--- src/hw/rtl/ust_pkg.sv ---
// Package with sizes, codes and types of the unsorted set table.
package ust_pkg;

	// Table capacity and the widths that follow from it.
	localparam int CAPACITY = 32;
	localparam int IDX_W = (CAPACITY > 1) ? $clog2(CAPACITY) : 1;
	localparam int CNT_W = $clog2(CAPACITY + 1);
	localparam int DATA_W = 32;

	// Command codes; the unused code falls to the default arm.
	typedef enum logic [1:0] {
		CMD_INSERT = 2'd0,
		CMD_LOOKUP = 2'd1,
		CMD_DELETE = 2'd2
	} ust_cmd_t;

	// Result status codes.
	typedef enum logic [2:0] {
		ST_INSERTED = 3'd0,
		ST_PRESENT  = 3'd1,
		ST_FULL     = 3'd2,
		ST_FOUND    = 3'd3,
		ST_ABSENT   = 3'd4,
		ST_DELETED  = 3'd5
	} ust_status_t;

	// Sequencer states.
	typedef enum logic [1:0] {
		S_IDLE,
		S_SEARCH,
		S_SHIFT,
		S_FINISH
	} ust_state_t;

	// One write port and one read address into the element store.
	typedef struct packed {
		logic              we;
		logic [IDX_W-1:0]  waddr;
		logic [DATA_W-1:0] wdata;
		logic [IDX_W-1:0]  raddr;
	} ust_mem_req_t;

endpackage

--- src/hw/rtl/unsorted_set_table.sv ---
// Top level of the unsorted set table: sequencer, compare unit and result register.
//
//   channel   handshake             fields
//   request   cmd_valid/cmd_stall   command[1:0], value[31:0] signed
//   result    res_valid/res_stall   status[2:0], position[4:0], entry_count[5:0]
//
// A request is taken only while idle; one store read per cycle. Search scans the entries
// from the first until a hit or the end; a delete then shifts the later entries down one
// place, and a finish state passes the result to the result register.
// Reset clears the count and all control state; the store itself is not cleared.
// A result waits in its register under res_stall while the next request is taken.
module unsorted_set_table
	import ust_pkg::*;
(
	input  logic               clk,
	input  logic               arst_n,
	input  logic               cmd_valid,
	output logic               cmd_stall,
	input  logic [1:0]         command,
	input  logic signed [31:0] value,
	output logic               res_valid,
	input  logic               res_stall,
	output logic [2:0]         status,
	output logic [4:0]         position,
	output logic [5:0]         entry_count
);

	ust_state_t        state_q, state_d;
	ust_mem_req_t      mem_req;
	logic [DATA_W-1:0] rd_data;

	logic [1:0]        command_q;
	logic [DATA_W-1:0] value_q;
	logic [CNT_W-1:0]  count_q;
	logic [CNT_W-1:0]  k_q;
	logic              pend_q;
	logic [IDX_W-1:0]  pidx_q;
	ust_status_t       res_status_q;
	logic [IDX_W-1:0]  res_pos_q;

	logic              res_valid_q;
	logic [2:0]        status_q;
	logic [4:0]        position_q;
	logic [5:0]        entry_count_q;

	logic              accept;
	logic              issue;
	logic              hit;
	logic              scan_end;
	logic              full;
	logic              out_free;
	logic [IDX_W+4:0]  pos_wide;
	logic [CNT_W+5:0]  cnt_wide;

	ust_store u_store (
		.clk     (clk),
		.req     (mem_req),
		.rd_data (rd_data)
	);

	// Shared compare unit and scan control.
	always_comb begin
		accept   = cmd_valid && !cmd_stall;
		issue    = (k_q < count_q);
		hit      = pend_q && (rd_data == value_q);
		scan_end = !pend_q && !issue;
		full     = (count_q == CNT_W'(CAPACITY));
		out_free = !res_valid_q || !res_stall;
	end

	// Next state.
	always_comb begin
		state_d = state_q;
		case (state_q)
			S_IDLE: begin
				if (accept) begin
					state_d = S_SEARCH;
				end
			end
			S_SEARCH: begin
				if (hit && command_q == CMD_DELETE) begin
					state_d = S_SHIFT;
				end else if (hit || scan_end) begin
					state_d = S_FINISH;
				end
			end
			S_SHIFT: begin
				if (scan_end) begin
					state_d = S_FINISH;
				end
			end
			S_FINISH: begin
				if (out_free) begin
					state_d = S_IDLE;
				end
			end
			default: state_d = S_IDLE;
		endcase
	end

	// Outputs of the sequencer: request stall and store port.
	always_comb begin
		cmd_stall     = (state_q != S_IDLE);
		mem_req.we    = 1'b0;
		mem_req.waddr = count_q[IDX_W-1:0];
		mem_req.wdata = value_q;
		mem_req.raddr = k_q[IDX_W-1:0];
		case (state_q)
			S_SEARCH: begin
				if (scan_end && command_q == CMD_INSERT && !full) begin
					mem_req.we = 1'b1;
				end
			end
			S_SHIFT: begin
				// Each entry read above the hole moves down one place.
				if (pend_q) begin
					mem_req.we    = 1'b1;
					mem_req.waddr = pidx_q - IDX_W'(1);
					mem_req.wdata = rd_data;
				end
			end
			default: mem_req.we = 1'b0;
		endcase
	end

	always_ff @(posedge clk or negedge arst_n) begin
		if (!arst_n) begin
			state_q <= S_IDLE;
		end else begin
			state_q <= state_d;
		end
	end

	// Scan counters, entry count and the pending result.
	always_ff @(posedge clk or negedge arst_n) begin
		if (!arst_n) begin
			count_q <= '0;
			k_q     <= '0;
			pend_q  <= 1'b0;
		end else begin
			case (state_q)
				S_IDLE: begin
					k_q    <= '0;
					pend_q <= 1'b0;
				end
				S_SEARCH: begin
					if (hit) begin
						pend_q <= 1'b0;
						k_q    <= CNT_W'(pidx_q) + CNT_W'(1);
					end else if (scan_end) begin
						pend_q <= 1'b0;
						if (command_q == CMD_INSERT && !full) begin
							count_q <= count_q + CNT_W'(1);
						end
					end else begin
						pend_q <= issue;
						if (issue) begin
							k_q <= k_q + CNT_W'(1);
						end
					end
				end
				S_SHIFT: begin
					pend_q <= issue;
					if (issue) begin
						k_q <= k_q + CNT_W'(1);
					end
					if (scan_end) begin
						count_q <= count_q - CNT_W'(1);
					end
				end
				default: pend_q <= 1'b0;
			endcase
		end
	end

	// Request payload, read index in flight and the decided status.
	always_ff @(posedge clk) begin
		if (accept) begin
			command_q <= command;
			value_q   <= value;
		end
		if (state_q == S_SEARCH || state_q == S_SHIFT) begin
			pidx_q <= k_q[IDX_W-1:0];
		end
		if (state_q == S_SEARCH && (hit || scan_end)) begin
			res_status_q <= ST_ABSENT;
			res_pos_q    <= '0;
			case (command_q)
				CMD_INSERT: begin
					if (hit) begin
						res_status_q <= ST_PRESENT;
						res_pos_q    <= pidx_q;
					end else if (full) begin
						res_status_q <= ST_FULL;
					end else begin
						res_status_q <= ST_INSERTED;
						res_pos_q    <= count_q[IDX_W-1:0];
					end
				end
				CMD_LOOKUP: begin
					if (hit) begin
						res_status_q <= ST_FOUND;
						res_pos_q    <= pidx_q;
					end
				end
				CMD_DELETE: begin
					if (hit) begin
						res_status_q <= ST_DELETED;
						res_pos_q    <= pidx_q;
					end
				end
				default: res_status_q <= ST_ABSENT;
			endcase
		end
	end

	// Result fields masked to the port widths.
	assign pos_wide = {5'd0, res_pos_q};
	assign cnt_wide = {6'd0, count_q};

	// Result register.
	always_ff @(posedge clk or negedge arst_n) begin
		if (!arst_n) begin
			res_valid_q <= 1'b0;
		end else if (state_q == S_FINISH && out_free) begin
			res_valid_q <= 1'b1;
		end else if (!res_stall) begin
			res_valid_q <= 1'b0;
		end
	end

	always_ff @(posedge clk) begin
		if (state_q == S_FINISH && out_free) begin
			status_q      <= res_status_q;
			position_q    <= pos_wide[4:0];
			entry_count_q <= cnt_wide[5:0];
		end
	end

	assign res_valid   = res_valid_q;
	assign status      = status_q;
	assign position    = position_q;
	assign entry_count = entry_count_q;

endmodule

--- src/hw/rtl/ust_store.sv ---
// Element store: one write port and one registered read port.
module ust_store
	import ust_pkg::*;
(
	input  logic              clk,
	input  ust_mem_req_t      req,
	output logic [DATA_W-1:0] rd_data
);

	logic [DATA_W-1:0] mem_q [CAPACITY];
	logic [DATA_W-1:0] rd_data_q;

	// Write port.
	always_ff @(posedge clk) begin
		if (req.we) begin
			mem_q[req.waddr] <= req.wdata;
		end
	end

	// Read port with registered data.
	always_ff @(posedge clk) begin
		rd_data_q <= mem_q[req.raddr];
	end

	assign rd_data = rd_data_q;

endmodule

--- config.mk ---
export PLATFORM = sky130hd
export DESIGN_NAME = unsorted_set_table
export DESIGN_NICKNAME = d
export VERILOG_FILES = /design/src/hw/rtl/ust_pkg.sv /design/src/hw/rtl/unsorted_set_table.sv /design/src/hw/rtl/ust_store.sv
export SDC_FILE = /design/constraint.sdc
export NUM_CORES = 1
export LEC_CHECK = 0
export BUFFER_PORTS_ARGS = -buffer_cell sky130_fd_sc_hd__buf_4
export CORE_MARGIN = 2
export CORE_UTILIZATION = 50
export CTS_BUF_LIST = sky130_fd_sc_hd__clkbuf_4 sky130_fd_sc_hd__clkbuf_8
export CTS_CLUSTER_DIAMETER = 80
export CTS_CLUSTER_SIZE = 8
export DETAILED_ROUTE_END_ITERATION = 16
export PLACE_DENSITY = 0.72
export SYNTH_ARGS = -nofsm -noshare
export SYNTH_HDL_FRONTEND = slang
export SYNTH_SLANG_ARGS = --single-unit
--- constraint.sdc ---
create_clock -name clk -period 4.3 [get_ports clk]
set_input_delay 0.215 -clock clk [delete_from_list [all_inputs] [get_ports clk]]
set_output_delay 0.215 -clock clk [all_outputs]
set_load 0.05 [all_outputs]
==> impl_results.md, run 1 <==
* Req. time, crit path at 4.79 ns
* Clock sink count at between 1000 and 1500
* Multi-input gate area at between 0.01 and 0.015 sq mm
* Largest family of logic cells by synthesized area: multiplexers
* Vias/cell at ~6.1
* Post-synthesis mux area share at about 18%
* Top-area cell type share of the netlist area at ~74%
* Final Critical Period at approximately 3.7 ns
* DRC at 0
* Synth Instances at 1909
* Area grow syn2layout at 13.70%
* Post-Synth Adder-Cell Area at less than 1%
* Largest cells by area after synthesis: edfxtp_1 (74%), mux4_2 (16%), mux2_2 (1.7%)
* IO Port Bufs at 53
* Pre-antenna DRT Iters at 5
* Post-Synth Simple-Gate Area at between 1.5 and 2%
* Core Footprint at just under 0.09 sq mm
* Gate power share at 18.9%
* Design Area, Final at approximately 0.05 sq mm
* CTS tree: built
* First-pass GRT wire length at approximately 140 mm
* Max Cap Viol at 0
* Worst Path Arrival at around 4.2 ns
* Hold path startpoint: value[15]
* Xor/xnor cell area share of the yosys netlist at less than 1%
* Die Area at between 0.09 and 0.1 sq mm
* Reg power frac at 50.1%
* Post-synth cell types at 52
* Status: completed
* Final setup fails at 0
* YS warnings at 0
* Final Hold Viols at 0
* Synth Area in Compound Gates at 1.033%
* Worst r2r src: state_q[0]
* Most frequent cell after synthesis: edfxtp_1
* CP Max Fanout at 16
* VDD IR max at 0.0004150 V
* Clock Latency Late Sink at roughly 0.84 ns
* Internal power at about 19 mW
* Routed WL per cell at between 20 and 30 um
* Yosys top cell by area: edfxtp_1
* Leakage power at 15.40 nW
* Register area at 0.03364 sq mm
* Max Buffers Root-to-Sink at 3
* Setup crit start kind: register
* Overflow after GRT at 0
* Number of global-route vias before repair at 21460
* Commonest cells in the netlist: edfxtp_1 (1085), mux4_2 (320), clkbuf_1 (68), mux2_2 (65), nor2_1 (43)
* Hold Crit Class: in2reg
* Setup_tns at 0 ns
* Initial DRC Count at 2316
* Worst reg2reg path depth at 8
* Clk root buf: clkbuf_8
* RSZ-0062 raised after global routing: no
* CP endpoint kind: register
* Clock power frac at between 30% and 40%
* Final antenna-violating net count at 0
* Syn Area/Cell at approximately 23 sq um
* Peak Freq at between 200 and 300 MHz
* Total track usage at 22.39%
* Switching pwr at around 7.2 mW
* Worst relative slew slack at approximately 22%
* Worst Hold Endpoint: value_q[15]
* # IOs at 54
* Period utilisation layout at around 86%
* Dpl ws at roughly 0.71 ns
* Post-place instance area at roughly 0.046 sq mm
* Fin nets at roughly 2200
* Ys flop type: edfxtp_1
* Crit Reg-Reg Endpoint: u_store.mem_q[20][19]
* CTS buffer count at approximately 160
* Hold-critical path depth at 2
* Setup WS post-layout at 0.6063 ns
* Num rows at approximately 110
* Final GP Congestion at roughly 0.86
* H-tree Lvls at 4
* Largest net degree at the start of global routing at between 100 and 150
* Tightest Pin Transition at roughly 1.2 ns
* Async SR Flop Fraction at around 1.4%
* Flop2flop setup slack at slightly above 0.6 ns
* Post-DP HPWL at 54.60 mm
* Synthesized flop and latch total at 1133
* Max Clock Skew at 0.04882 ns
* PwrDens at around 530 mW/mm^2
* Fraction of layout cells with a size suffix above 1 at a little over a third
* Post-Synthesis Cell Area at 0.04385 sq mm
* Fillers at 6061
* Final WL at 98.41 mm
* Post-Syn Nets at roughly 2000
* EDFF count, synth at 1085
* CTS resizes at 0
* Setup CP Type: reg2reg
* Die W at approximately 300 um
* Initial core utilization at 50.47%
* Register area share after synthesis at about three quarters
* Clock transition at path regs at ~0.070 ns
* Antenna violations before repair at 1
* Sw Share at between 20% and 30%
* Via count at ~21000
* Final Max Tran Viols at 0
* Die Y at 300.1 um
[sequential cells by signal (all words and copies together), names as in the netlist, 2 cells and up]
| register | cells |
|---|---|
| value_q | 32 |
| res_pos_q | 5 |
| u_store.mem_q | 1024 |
| entry_count | 6 |
| state_q | 2 |
| position | 5 |
| command_q | 2 |
| u_store.rd_data | 32 |
| res_status_q | 3 |
| status | 3 |
| pidx_q | 5 |
| count_q | 6 |
| k_q | 6 |
[metrics by stage]
| stage | hold WS, ns | instances | util, % | total power, mW |
|---|---|---|---|---|
| finish | 0.09538 | 3396 | 57.38 | 26.64 |
| global route | 0.07332 | 3396 | 57.38 | 27.66 |
| CTS | 0.03056 | 3395 | 57.38 | 26.84 |
| detailed placement | 0.09913 | 3088 | 53.37 | 18.59 |
| global placement | 0.09738 | 3088 | 53.37 | 18.47 |
| floorplan | -0.08059 | 1909 | - | 16.97 |
[metal layers]
layer / part of all wire (%) / track usage, % / up-vias
li1: - / - / 8520
met3: 8.6 / 5.224 / 134
met2: 48 / 34.63 / 980
met4: 1.7 / 6.321 / 0
met1: 41 / 32.38 / 11250
met5: 0 / 0 / -
[worst max-delay path by stage]
| stage | depth (start not counted) | slack (ns) | startpoint | endpoint |
|---|---|---|---|---|
| floorplan | 8 | 0.53 | state_q[0] | u_store.mem_q[18][0] |
| global placement | 9 | 0.75 | k_q[1] | u_store.mem_q[20][19] |
| detailed placement | 8 | 0.71 | state_q[0] | u_store.mem_q[23][12] |
| CTS | 8 | 0.72 | state_q[0] | u_store.mem_q[20][27] |
| global route | 7 | 0.44 | state_q[0] | u_store.mem_q[29][31] |
| finish | 8 | 0.61 | state_q[0] | u_store.mem_q[20][19] |
[power by group through the flow]
stage,clock (mW),combinational (mW),sequential (mW)
after floorplan,0,3.42,13.5
after global placement,0,4.91,13.6
after detailed placement,0,5.02,13.6
after CTS,8.43,5.07,13.3
after global routing,8.89,5.39,13.4
final,8.27,5.02,13.3
[timing repair]
item	in CTS	in global routing
endpoints found under the hold margin	67	0
buffers inserted	0	0
hold buffers	38	0
[kinds of logic after synthesis]
family,Yosys count
simple gates,143
buf+inv,109
mux,387
fa+ha+maj,23
xor+xnor,47
flops,1133
compound gates,67
[worst max-delay path, stage by stage, from the launching register on]
cell,delay (ns)
dfrtp_1,0.42
inv_1,0.16
ha_1,0.59
nand2_2,0.30
a21oi_1,0.36
nor2b_1,0.32
nand2_1,0.53
nor2_4,0.27
buf_4,0.37
[area by class of cell]
class / instances / area share (%)
Sequential cell: 1133 / 67.47
Multi-Input combinational cell: 667 / 20.15
Antenna cell: 1 / 0.005019
Clock buffer: 256 / 5.875
Inverter: 18 / 0.1355
Tap cell: 1155 / 2.899
Timing Repair Buffer: 153 / 3.122
Clock inverter: 13 / 0.3463
[layout by cell type, fill, tap and decap left out, types with 5 or more instances in the layout]
cell type | synthesis | routed
a21o_1 | 5 | 5
a21oi_1 | 20 | 20
a31oi_1 | 6 | 6
buf_12 | 0 | 25
buf_4 | 0 | 90
clkbuf_4 | 0 | 95
clkbuf_8 | 0 | 161
dfrtp_1 | 16 | 11
dfxtp_1 | 32 | 32
dlygate4sd3_1 | 0 | 38
edfxtp_1 | 1085 | 1085
ha_1 | 22 | 22
inv_1 | 18 | 18
mux2_2 | 65 | 65
mux4_2 | 320 | 320
nand2_1 | 40 | 39
nand3_1 | 17 | 17
nand4_1 | 13 | 13
nor2_1 | 43 | 11
nor2_4 | 0 | 32
nor3_1 | 7 | 7
o21ai_0 | 10 | 10
xnor2_1 | 39 | 39
xor2_1 | 8 | 8
Note: power is estimated with default switching activity, not from simulation.
==> run 2, diff against run 1 <==
PLACE_DENSITY = unset   (was 0.72)
PLACE_DENSITY_LB_ADDON = 0.15   (was unset)
==> run 2 against run 1 <==
Power increased by 1.7%. Fmax increased by 2.4%. Combinational power is 7.8% higher. Final area is essentially flat. Register-to-register slack improved by 0.09 ns. Setup slack improved by 0.085 ns. Critical path depth grew 2. Clock power about the same. Count of clock-buffer cells in the layout decreased by 1. Via count decreased by 0.67%. Die area is the same. Critical endpoint is now u_store.mem_q[19][12]. Largest power group unchanged.
==> impl_results.md, run 2 (synthesis gave the netlist of run 1 again) <==
* Worst reg2reg path depth at 10 (was 8)
* Via count at 20740 (was 20880)
* Dpl ws at 0.8441 ns (was 0.7109 ns)
* Final WL at 107.2 mm (was 98.41 mm)
* Crit Reg-Reg Endpoint: u_store.mem_q[19][12] (was u_store.mem_q[20][19])
* Leakage power at 15.39 nW (was 15.40 nW)
* VDD IR max at 0.0004071 V (was 0.0004150 V)
* Post-place instance area at 0.04639 sq mm (was 0.04637 sq mm)
* Routed WL per cell at 31.51 um (was 28.98 um)
* Status: completed (unchanged)
* Total track usage at 24.45% (was 22.39%)
* RSZ-0062 raised after global routing: no (unchanged)
* Period utilisation layout at 83.92% (was 85.90%)
* Max Clock Skew at 0.03576 ns (was 0.04882 ns)
* Die Area at 0.09009 sq mm (unchanged)
* Worst r2r src: k_q[1] (was state_q[0])
* Die Y at 300.1 um (unchanged)
* Num rows at 108 (unchanged)
* Clock sink count at 1133 (unchanged)
* Max FFs per register at 1024 (unchanged)
* Final Max Tran Viols at 0 (unchanged)
* Core Footprint at 0.08689 sq mm (unchanged)
* Final antenna-violating net count at 0 (unchanged)
* Setup crit start kind: register (unchanged)
* Hold Crit Class: in2reg (unchanged)
* Worst Path Arrival at 4.06 ns (was 4.19 ns)
* PnR Total Power at 27.08 mW (was 26.64 mW)
* CP Max Fanout at 32 (was 16)
* CTS tree: built (unchanged)
* Post-DP HPWL at 65.91 mm (was 54.60 mm)
* Design Area, Final at 0.04985 sq mm (was 0.04986 sq mm)
* Setup WS post-layout at 0.6914 ns (was 0.6063 ns)
* Worst relative slew slack at 35.01% (was 22.44%)
* Vias/cell at 6.095 (was 6.149)
* Initial DRC Count at 2081 (was 2316)
* CTS buffer count at 159 (unchanged)
* Largest net degree at the start of global routing at 101 (was 126)
* Antenna violations before repair at 1 (unchanged)
* # IOs at 54 (unchanged)
* Hold-critical path depth at 2 (unchanged)
* Clk root buf: clkbuf_8 (unchanged)
* Die W at 300.1 um (unchanged)
* CP endpoint kind: register (unchanged)
* Final Critical Period at 3.609 ns (was 3.694 ns)
* Area grow syn2layout at 13.68% (was 13.70%)
* Setup CP Type: reg2reg (unchanged)
* CTS resizes at 0 (unchanged)
* Pre-antenna DRT Iters at 6 (was 5)
* Tightest Pin Transition at 0.9749 ns (was 1.163 ns)
* Hold path startpoint: value[9] (was value[15])
* PwrDens at 543.3 mW/mm^2 (was 534.4 mW/mm^2)
* Clock Latency Late Sink at 0.84 ns (about the same)
* Final GP Congestion at 0.8659 (was 0.8570)
* Clock transition at path regs at 0.07 ns (about the same)
* Peak Freq at 277.1 MHz (was 270.7 MHz)
* H-tree Lvls at 4 (unchanged)
* Fin nets at 2199 (was 2193)
* Number of global-route vias before repair at 21370 (was 21460)
* Max Cap Viol at 0 (unchanged)
* Setup_tns at 0 ns (unchanged)
* Final setup fails at 0 (unchanged)
* Overflow after GRT at 0 (unchanged)
* First-pass GRT wire length at 155.1 mm (was 144.8 mm)
* Req. time, crit path at 4.76 ns (was 4.79 ns)
* Non-filler cells, final at 3403 (was 3396)
* Biggest register: u_store.mem_q (unchanged)
* IO Port Bufs at 53 (unchanged)
* Flop2flop setup slack at 0.69 ns (was 0.61 ns)
* Most common cell after layout, fill and taps aside: edfxtp_1 (unchanged)
* Cells after DPL at 3094 (was 3088)
* Worst Hold Endpoint: value_q[9] (was value_q[15])
* Max Buffers Root-to-Sink at 3 (unchanged)
* Commonest cells after routing, fill and taps aside: edfxtp_1 (1085), mux4_2 (320), clkbuf_8 (161) (unchanged)
* Final Hold Viols at 0 (unchanged)
* Fraction of layout cells with a size suffix above 1 at 36.46% (was 36.29%)
* DRC at 0 (unchanged)
* Initial core utilization at 50.47% (unchanged)
-- run 2: changes by cell type in the layout (fill, tap and decap cells not counted), sizes merged --
cell      delta
buf          +6
clkinvlp     +3
inv          -3
clkbuf       -1
clkinv       +1
diode        +1
-- run 2: worst max-delay path, stage by stage, from the launching register on --
cell and delay (ns):
dfrtp_4 0.64, ha_1 0.34, nand2_1 0.07, o21ai_0 0.27, a221o_1 0.42, a31oi_1 0.25
nor2b_1 0.22, nand2_1 0.13, buf_4 0.26, nor2_4 0.11, buf_4 0.48
-- run 2: area by class of cell --
type / count / area [sq um]
fillers: 6274 / 37040
diodes: 2 / 5.005
clock buffers: 255 / 2922
flip-flops and latches: 1133 / 33640
clock inverters: 14 / 147.6
inverters: 18 / 67.56
multi-input cells: 667 / 10050
repair buffers: 159 / 1577
well taps: 1155 / 1445
-- run 2: per-stage QoR --
| stage | hold WS [ns] | util (%) |
|---|---|---|
| final | 0.09197 | 57.37 |
| after global routing | 0.04597 | 57.37 |
| after CTS | 0.01079 | 57.36 |
| after detailed placement | 0.1163 | 53.39 |
| after global placement | 0.1135 | 53.39 |
| after floorplan | -0.08059 | - |
-- run 2: worst max path at each step --
stage                          start                     to  slack (ns)  cells past startpoint
after floorplan           state_q[0]   u_store.mem_q[18][0]        0.53                      8
after global placement        k_q[1]  u_store.mem_q[19][15]        0.79                     10
after detailed placement      k_q[1]    u_store.rd_data[25]        0.84                      5
after CTS                     k_q[1]  u_store.mem_q[19][12]        0.74                     10
after global routing      count_q[1]  u_store.mem_q[19][12]        0.58                     11
final                         k_q[1]  u_store.mem_q[19][12]        0.69                     10
-- run 2: timing repair --
item / 4_1_cts / 5_1_grt
setup buffers: 0 / 0
hold buffers: 38 / 0
endpoints found under the hold margin: 67 / 0
-- run 2: routing by layer --
metal | GRT usage, % | routed length, um | up-vias
met5 | 0 | 0 | -
met4 | 7.500 | 2723 | 0
met3 | 3.526 | 5526 | 172
met2 | 42.93 | 57160 | 791
met1 | 31.83 | 41810 | 11250
li1 | - | - | 8526
-- run 2: power by group --
part | switching, mW | leakage [nW] | total, mW | internal [mW]
sequential | 0.425 | 10.2 | 13.4 | 13.0
combinational | 3.28 | 3.50 | 5.41 | 2.13
clock | 3.95 | 1.65 | 8.26 | 4.31
total | 7.65 | 15.4 | 27.1 | 19.4
==> run 3, diff against run 2 <==
ABC_AREA = 1   (was unset)
clock period = 3.3 ns   (was 4.3 ns; I/O delays follow)
==> run 3 against run 2 <==
Final cell count up 47%. Via count up 47%. Worst hold slack worse by 0.036 ns. Clock power up 22%. Setup slack worse by 0.46 ns.
==> impl_results.md, run 3 <==
* Worst r2r src: count_q[4] (was k_q[1])
* CP endpoint kind: register (unchanged)
* Max Clock Skew at 0.04011 ns (was 0.03576 ns)
* Dpl ws at 0.2568 ns (was 0.8441 ns)
* Hold-critical path depth at 2 (unchanged)
* Fraction of layout cells with a size suffix above 1 at 13.34% (was 36.46%)
* Total track usage at 27.88% (was 24.45%)
* Peak Freq at 326.0 MHz (was 277.1 MHz)
* Worst relative slew slack at 19.51% (was 35.01%)
* Initial DRC Count at 3631 (was 2081)
* Hold path startpoint: value[18] (was value[9])
* DRC at 0 (unchanged)
* Async SR Flop Fraction at 1.412% (unchanged)
* CTS buffer count at 159 (unchanged)
* Period utilisation layout at 92.95% (was 83.92%)
* Worst Hold Endpoint: value_q[18] (was value_q[9])
* Hold Crit Class: in2reg (unchanged)
* Post-Synthesis Cell Area at 0.04517 sq mm (was 0.04385 sq mm)
* Overflow after GRT at 0 (unchanged)
* Crit Reg-Reg Endpoint: u_store.mem_q[26][19] (was u_store.mem_q[19][12])
* Commonest cells after routing, fill and taps aside: edfxtp_1 (1085), nor2_1 (564), o21ai_0 (527) (was edfxtp_1 (1085), mux4_2 (320), clkbuf_8 (161))
* Via count at 30390 (was 20740)
* Post-DP HPWL at 77.73 mm (was 65.91 mm)
* Gate power share at 26.9% (was 20.0%)
* EDFF count, synth at 1085 (unchanged)
* Register area share after synthesis at 74.43% (was 76.67%)
* Setup crit start kind: register (unchanged)
* Die Area at 0.09277 sq mm (was 0.09009 sq mm)
* CTS tree: built (unchanged)
* Biggest register: u_store.mem_q (unchanged)
* RSZ-0062 raised after global routing: no (unchanged)
* Design Area, Final at 0.05152 sq mm (was 0.04985 sq mm)
* Initial core utilization at 50.34% (was 50.47%)
* Final GP Congestion at 0.9332 (was 0.8659)
* PnR Total Power at 38.04 mW (was 27.08 mW)
* Post-Syn Nets at 3626 (was 1970)
* Final setup fails at 0 (unchanged)
* Synthesized flop and latch total at 1133 (unchanged)
* Final antenna-violating net count at 0 (unchanged)
* Routed WL per cell at 25.90 um (was 31.51 um)
* Post-place instance area at 0.04823 sq mm (was 0.04639 sq mm)
* Max Buffers Root-to-Sink at 3 (unchanged)
* Commonest cells in the netlist: edfxtp_1 (1085), nor2_1 (595), o21ai_0 (556), nand2_1 (369), o22ai_1 (158) (was edfxtp_1 (1085), mux4_2 (320), clkbuf_1 (68), mux2_2 (65), nor2_1 (43))
* Worst reg2reg path depth at 13 (was 10)
* H-tree Lvls at 4 (unchanged)
* Clock power frac at 26.5% (was 30.5%)
* Sw Share at 34.45% (was 28.26%)
* Die Y at 304.6 um (was 300.1 um)
* Number of global-route vias before repair at 29770 (was 21370)
* Synth Instances at 3565 (was 1909)
* YS warnings at 0 (unchanged)
* Non-filler cells, final at 5009 (was 3403)
* Fillers at 7085 (was 6274)
* First-pass GRT wire length at 191.3 mm (was 155.1 mm)
* Yosys top cell by area: edfxtp_1 (unchanged)
* CP Max Fanout at 20 (was 32)
* Post-CTS setup buffers at 0 (unchanged)
* Register area at 0.03363 sq mm (was 0.03364 sq mm)
* VDD IR max at 0.0005714 V (was 0.0004071 V)
* Cells after DPL at 4727 (was 3094)
* Clock Latency Late Sink at 0.85 ns (was 0.84 ns)
* Num rows at 110 (was 108)
* Area grow syn2layout at 14.04% (was 13.68%)
* Max Cap Viol at 0 (unchanged)
* # IOs at 54 (unchanged)
* Final Critical Period at 3.067 ns (was 3.609 ns)
* Vias/cell at 6.067 (was 6.095)
* Top-area cell type share of the netlist area at 72.12% (was 74.30%)
* Most common cell after layout, fill and taps aside: edfxtp_1 (unchanged)
* Flop2flop setup slack at 0.23 ns (was 0.69 ns)
* IO Port Bufs at 53 (unchanged)
* Setup CP Type: reg2reg (unchanged)
* Multi-input gate area at 0.01051 sq mm (was 0.01005 sq mm)
* Setup WS post-layout at 0.2327 ns (was 0.6914 ns)
* WHS at 0.05603 ns (was 0.09197 ns)
* Clock sink count at 1133 (unchanged)
* Clock transition at path regs at 0.06 ns (was 0.07 ns)
* Req. time, crit path at 3.80 ns (was 4.76 ns)
* Most frequent cell after synthesis: edfxtp_1 (unchanged)
* Reg power frac at 46.5% (was 49.6%)
* Status: completed (unchanged)
* Antenna violations before repair at 6 (was 1)
* Worst Path Arrival at 3.57 ns (was 4.06 ns)
* PwrDens at 738.3 mW/mm^2 (was 543.3 mW/mm^2)
* Fin nets at 3831 (was 2199)
* Layout Utilization at 57.41% (was 57.37%)
* Final WL at 129.7 mm (was 107.2 mm)
* Largest cells by area after synthesis: edfxtp_1 (72%), o21ai_0 (6.2%), nor2_1 (4.9%) (was edfxtp_1 (74%), mux4_2 (16%), mux2_2 (1.7%))
* Largest net degree at the start of global routing at 152 (was 101)
* Clk root buf: clkbuf_8 (unchanged)
* Post-synth cell types at 37 (was 52)
* Ys flop type: edfxtp_1 (unchanged)
* Switching pwr at 13.10 mW (was 7.654 mW)
* Core Footprint at 0.08974 sq mm (was 0.08689 sq mm)
* Tightest Pin Transition at 1.203 ns (was 0.9749 ns)
* Final Max Tran Viols at 0 (unchanged)
* Pre-antenna DRT Iters at 8 (was 6)
* Setup_tns at 0 ns (unchanged)
* Internal power at 24.93 mW (was 19.43 mW)
* Syn Area/Cell at 12.67 sq um (was 22.97 sq um)
* Max FFs per register at 1024 (unchanged)
* Leakage power at 17.56 nW (was 15.39 nW)
* Die W at 304.6 um (was 300.1 um)
* Final Hold Viols at 0 (unchanged)
## run 3: changes by cell type in the layout (fill, tap and decap cells not counted), sizes merged, moves of 122 or more
cell   delta
inv     +122
mux4    -320
nand2   +330
nor2    +552
o21ai   +579
o22ai   +158
## run 3: timing repair
| action | CTS | global route |
|---|---|---|
| hold buffers | 58 | 0 |
| endpoints found under the hold margin | 101 | 0 |
| resized for setup | 0 | 0 |
## run 3: logic make-up (layout without fill, tap and decap cells)
| group | Yosys count | after routing | share of synthesized area, % |
|---|---|---|---|
| DFF | 1133 | 1133 | 74.43 |
| buffers and inverters | 369 | 634 | 3.216 |
| AOI/OAI and AO/OA | 896 | 896 | 11.40 |
| other | 0 | 3 | 0 |
| xor gates and xnor gates | 18 | 18 | 0.3490 |
| and+or+nand+nor | 1126 | 1126 | 9.957 |
| adders and majority gates | 23 | 23 | 0.6536 |
## run 3: critical path: stages (launching register included)
cell and delay [ns]:
dfrtp_1 0.52, inv_1 0.09, ha_1 0.29, nand2_1 0.06
nor2_1 0.11, o21ai_1 0.09, nand2_2 0.09, nand4_1 0.14
nand2_1 0.10, nand2_1 0.15, inv_2 0.20, nand3_1 0.35
nor2_4 0.21, buf_4 0.33
## run 3: power by group through the flow
stage	registers (mW)	logic [mW]	clock network, mW
after floorplan	18.0	5.54	0
after global placement	18.0	9.87	0
after detailed placement	18.0	10.0	0
after CTS	17.7	10.1	10.3
after global routing	17.7	11.1	10.8
final	17.7	10.2	10.1
## run 3: worst max path at each step
stage	from	endpoint	slack, ns	cells after the start
floorplan	state_q[0]	u_store.mem_q[21][0]	-0.17	9
finish	count_q[4]	u_store.mem_q[26][19]	0.23	13
global route	count_q[4]	u_store.mem_q[25][20]	0.05	13
detailed placement	count_q[4]	u_store.mem_q[25][10]	0.26	13
CTS	count_q[4]	u_store.mem_q[26][29]	0.26	13
global placement	count_q[4]	u_store.mem_q[25][5]	0.22	13
## run 3: final cells by class
type | count | share of cell area (%)
sequential | 1133 | 65.29
multi-input combinational | 2063 | 20.40
timing repair buffer | 268 | 5.110
clock buffer | 211 | 5.066
tap | 1176 | 2.856
inverter | 145 | 1.083
clock inverter | 10 | 0.1822
antenna | 3 | 0.01457
## run 3: per-layer routing
metal  part of all wire, %  wire length [um]  global-route usage, %
met5                 0.020                26                      0
met4                   3.6              4657                  10.99
met3                   8.9             11510                  6.272
met2                    47             60840                  43.99
met1                    41             52720                  37.86
